File: config.mk
export PLATFORM = sky130hd
export DESIGN_NAME = vwd_ctrl
export DESIGN_NICKNAME = d
export VERILOG_FILES = /design/src/design/vwd_pkg.sv /design/src/design/vwd_ctrl.sv
export SDC_FILE = /design/constraint.sdc
export NUM_CORES = 1
export LEC_CHECK = 0
export BUFFER_PORTS_ARGS = -buffer_cell sky130_fd_sc_hd__buf_4
export CAP_MARGIN = 20
export CORE_AREA = 5 5 42 44
export DETAILED_ROUTE_END_ITERATION = 6
export DIE_AREA = 0 0 47 49
export PLACE_DENSITY_LB_ADDON = 0.2
export SLEW_MARGIN = 25
export SYNTH_ARGS = -nofsm -noshare
export SYNTH_HDL_FRONTEND = slang
export SYNTH_SLANG_ARGS = --single-unit
File: constraint.sdc
create_clock -name clk -period 2 [get_ports clk]
set_input_delay 0.4 -clock clk [delete_from_list [all_inputs] [get_ports clk]]
set_output_delay 0.4 -clock clk [all_outputs]
set_load 0.005 [all_outputs]
File: src/design/vwd_pkg.sv
package vwd_pkg;

	// fixed widths of the vertex and result words
	localparam int FIELD_W   = 32;
	localparam int NUM_COMP  = 8;
	localparam int TOL_W     = 31;
	localparam int INDEX_W   = 8;
	localparam logic [TOL_W-1:0] TOL_RESET = 31'd66;

	typedef enum logic [1:0] {
		ST_IDLE,
		ST_SEARCH,
		ST_DONE
	} vwd_state_t;

	// controller to datapath
	typedef struct packed {
		logic load;       // capture accepted vertex, restart the scan
		logic issue;      // read next table entry
		logic take_hit;   // latch matching index as result
		logic take_miss;  // append vertex or flag table full
		logic emit;       // move result into the output register
	} vwd_cmd_t;

	// datapath to controller
	typedef struct packed {
		logic more;       // entries left to read
		logic hit;        // compared entry lies within tolerance
		logic miss;       // scan finished without a match
		logic out_free;   // output register can take a word
	} vwd_status_t;

endpackage

File: src/design/vwd_ctrl.sv
module vwd_ctrl (
	input  logic                 clk,
	input  logic                 arst_n,
	input  logic                 in_valid,
	output logic                 in_ready,
	input  vwd_pkg::vwd_status_t st,
	output vwd_pkg::vwd_cmd_t    cmd
);

	vwd_pkg::vwd_state_t state_q, state_d;

	// state register
	always_ff @(posedge clk or negedge arst_n) begin
		if (!arst_n) begin
			state_q <= vwd_pkg::ST_IDLE;
		end else begin
			state_q <= state_d;
		end
	end

	// next state and commands
	always_comb begin
		state_d  = state_q;
		cmd      = '0;
		in_ready = 1'b0;
		unique case (state_q)
			vwd_pkg::ST_IDLE: begin
				in_ready = 1'b1;
				if (in_valid) begin
					cmd.load = 1'b1;
					state_d  = vwd_pkg::ST_SEARCH;
				end
			end
			vwd_pkg::ST_SEARCH: begin
				cmd.issue = st.more;
				if (st.hit) begin
					cmd.take_hit = 1'b1;
					state_d      = vwd_pkg::ST_DONE;
				end else if (st.miss) begin
					cmd.take_miss = 1'b1;
					state_d       = vwd_pkg::ST_DONE;
				end
			end
			vwd_pkg::ST_DONE: begin
				if (st.out_free) begin
					cmd.emit = 1'b1;
					state_d  = vwd_pkg::ST_IDLE;
				end
			end
			default: begin
				state_d = vwd_pkg::ST_IDLE;
			end
		endcase
	end

	// an accepted word always starts a scan
	a_load_to_search: assert property (@(posedge clk) disable iff (!arst_n)
		in_valid && in_ready |=> state_q == vwd_pkg::ST_SEARCH)
		else $error("accepted word did not start a scan");

	// a result is only moved out when the output register has room
	a_emit_free: assert property (@(posedge clk) disable iff (!arst_n)
		cmd.emit |-> st.out_free)
		else $error("result emitted into a full output register");

endmodule

==> results by group <==
Finish
  • Register containing the most flip-flops in the final layout: state_q
  • Number of flip-flops in the largest register: 2
  • Fraction of final layout cells with drive strength greater than 1: 61.29%
  • Synth-to-layout area growth: 104.6%
  • Post-route cell area: 279.0 µm²
  • Antenna Cells: 0
  • Largest registers: state_q x2
  • Fin nets: 40

Drt
  • Via count: 163
  • Residual antenna-violating net count after detailed routing: 0
  • Sum of met2 wire segment lengths after detailed routing: 154 µm
  • Highest metal layer with signal wires: met4
  • DRC violation count after routing: 0
  • TritonRoute pass-1 iters: 2
  • Wire length on met1: 197 µm
  • Per-cell via count in the routed design: 3.468
  • Final wirelength: 435 µm
  • Wire length on met3: 68 µm
  • Drt first-iter violations: 1
  • Average detailed-routed wire length per instance: 9.255 µm

Clocking
  • TritonCTS clock tree: built
  • Worst-case clock buffer depth: 2
  • Number of instances resized during post-cts repair: 0
  • Maximum level of the CTS H-tree: 1
  • Skew-Pair Late Insertion Delay: 0.22 ns
  • TritonCTS Sinks: 2
  • Cts bufs inserted: 3
  • Clock transition at the registers of the reported paths: 0.03 ns
  • Number of setup buffers added after CTS: 0
  • Number of hold buffers added after cts: 1
  • Cell at the root of the clock tree: sky130_fd_sc_hd__clkbuf_4

Timing
  • Final setup violation count: 0
  • Pins Over Slew Limit: 0
  • Unrepaired setup endpoints after global routing: false
  • Top achievable clock speed: 649.1 MHz
  • Accumulated negative setup slack: 0 ns
  • Transition time at the pin with the least slew margin: 0.2042 ns
  • Clock skew after layout: 0.0008760 ns
  • Min cycle time layout: 1.541 ns
  • Tcrit/Tclk final: 77.03%
  • Headroom to the max-slew limit: 86.39%
  • Final WS setup: 0.4593 ns
  • Number of hold violations in the final report: 0

Floorplanning
  • Core ar.: 1401 µm²
  • Starting utilization of the core area: 9.732%
  • Chip height: 49 µm
  • Die area: 2303 µm²
  • Die X-Extent: 47 µm
  • Cell Rows: 14
  • I/O pin cnt: 13

Pwr
  • Total chip power: 0.0003057 W
  • Maximum vdd ir drop: 0.3480 mV
  • Leakage power: 0.1422 nW
  • Cell area power density: 1096 nW/µm²

Setup path
  • Setup slack of the most critical reg-to-reg path: 1.13 ns
  • Length in cells of the worst reg-to-reg path: 2
  • Worst endpoint required time: 1.60 ns
  • Category of the critical setup timing path: flip-flop to output port
  • Critical Path Start Type: flip-flop
  • Largest fanout on the critical path: 5
  • Arrival time at the worst endpoint: 1.14 ns
  • Capturing point of the worst reg2reg path: state_q[1]
  • Worst setup EP type: output port
  • R2R Path Start: state_q[0]

Synthesis
  • Fraction of synthesis flops using an asynchronous set or reset pin: 100.0%
  • Cell Area, Synth: 136.4 µm²
  • Syn Nets: 22
  • Number of distinct library cells after synthesis: 8
  • Ys flop type: sky130_fd_sc_hd__dfrtp_1
  • Flop and latch count out of synthesis: 2
  • Yosys top cell by area: sky130_fd_sc_hd__dfrtp_1
  • Most common cell in the netlist: sky130_fd_sc_hd__nor2_1
  • Instance count of the mapped netlist: 15
  • Count of flip-flops with a built-in enable after synthesis: 0
  • Syn avg cell area: 9.092 µm²
  • Proportion of synthesized chip area in sequential cells: 36.70%
  • Yosys warns: 0
  • Area fraction of the dominant cell type after synthesis: 36.70%
  • Synth top area cells: sky130_fd_sc_hd__dfrtp_1, sky130_fd_sc_hd__nor3b_2, sky130_fd_sc_hd__and3_2, sky130_fd_sc_hd__nand2b_1, sky130_fd_sc_hd__nor2_1

Global routing
  • Global-route wire length before repair: 607 µm
  • Via count of the first global-routing pass: 154
  • Maximum number of pins on one net before global-route repair: 8
  • Number of antenna violations at the first check in global routing: 0
  • Global route total overflow: 0
  • All-Layer GR Usage: 4.087%

Placed design
  • Dpl ws: 0.6914 ns
  • IO buf count: 12
  • Post-Place Cell Area: 246.5 µm²
  • DP Wirelength: 352.6 µm
  • Global placement routability congestion: 0.7014

Min path
  • Hold path endpoint: state_q[1]
  • Worst Hold Class: primary input to flip-flop
  • Number of instances on the worst hold path: 2
  • Origin of the worst min-delay path: st[0]

Flow run
  • Max Cap Violations: 0

Status
  • Outcome: finished clean
[kinds of logic (layout without fill, tap and decap cells)]
logic type,count (synthesis),after routing,share of synthesized area [%]
buffers and inverters,2,18,5.507
flip-flops,2,2,36.70
AO/OA/AOI/OAI,2,2,11.01
AND/OR/NAND/NOR,9,9,46.78
[critical path: stages (launching register included)]
cell and delay [ns]:
sky130_fd_sc_hd__dfrtp_1 0.41, sky130_fd_sc_hd__nand2b_1 0.19, sky130_fd_sc_hd__nor3b_2 0.19, sky130_fd_sc_hd__buf_4 0.13
[metrics by stage]
step	std cells	hold WS, ns	util [%]
6_report	47	0.3892	19.91
5_1_grt	47	0.3991	19.91
4_1_cts	47	0.3805	19.91
3_5_place_dp	43	0.1840	17.59
3_3_place_gp	43	0.1826	17.59
2_1_floorplan	15	0.1044	-
[cells in the final DEF (no fill, tap or decap)]
master	instances
sky130_fd_sc_hd__dlygate4sd3_1	1
sky130_fd_sc_hd__nand2b_1	2
sky130_fd_sc_hd__nor3b_2	2
sky130_fd_sc_hd__clkbuf_4	3
sky130_fd_sc_hd__nor2_1	3
sky130_fd_sc_hd__and3_2	2
sky130_fd_sc_hd__dfrtp_1	2
sky130_fd_sc_hd__inv_1	2
sky130_fd_sc_hd__o22ai_1	1
sky130_fd_sc_hd__buf_4	12
sky130_fd_sc_hd__a31o_1	1
[report_power, final]
| part | total, W | leakage, nW | switching (W) | internal [W] |
|---|---|---|---|---|
| sequential | 0.0000822 | 0.0255 | 0.0000251 | 0.0000571 |
| combinational | 0.000133 | 0.103 | 0.0000513 | 0.0000819 |
| clock | 0.0000903 | 0.0138 | 0.0000240 | 0.0000663 |
| total | 0.000306 | 0.142 | 0.000100 | 0.000205 |
[per-layer routing]
metal / GRT usage, % / vias to the layer above
li1: - / 84
met1: 4.626 / 64
met2: 4.299 / 13
met3: 1.107 / 2
met4: 6.912 / 0
met5: 0 / -
[area by class of cell]
| type | count | area, µm² |
|---|---|---|
| sequential | 2 | 50.05 |
| fill | 158 | 1122 |
| multi-input combinational | 11 | 78.83 |
| tap | 16 | 20.02 |
| inverter | 2 | 7.507 |
| clock buffer | 3 | 22.52 |
| timing repair buffer | 13 | 100.1 |
[worst max-delay path by stage]
stage                     startpoint     end  slack, ns  cells after the start
after detailed placement  state_q[1]  cmd[1]       0.69                      3
final                     state_q[1]  cmd[1]       0.46                      3
after global placement    state_q[1]  cmd[1]       0.71                      3
after CTS                 state_q[1]  cmd[1]       0.45                      3
after global routing      state_q[1]  cmd[1]       0.38                      3
after floorplan           state_q[1]  cmd[1]       0.85                      2
Power figures use the tool's default switching activity.
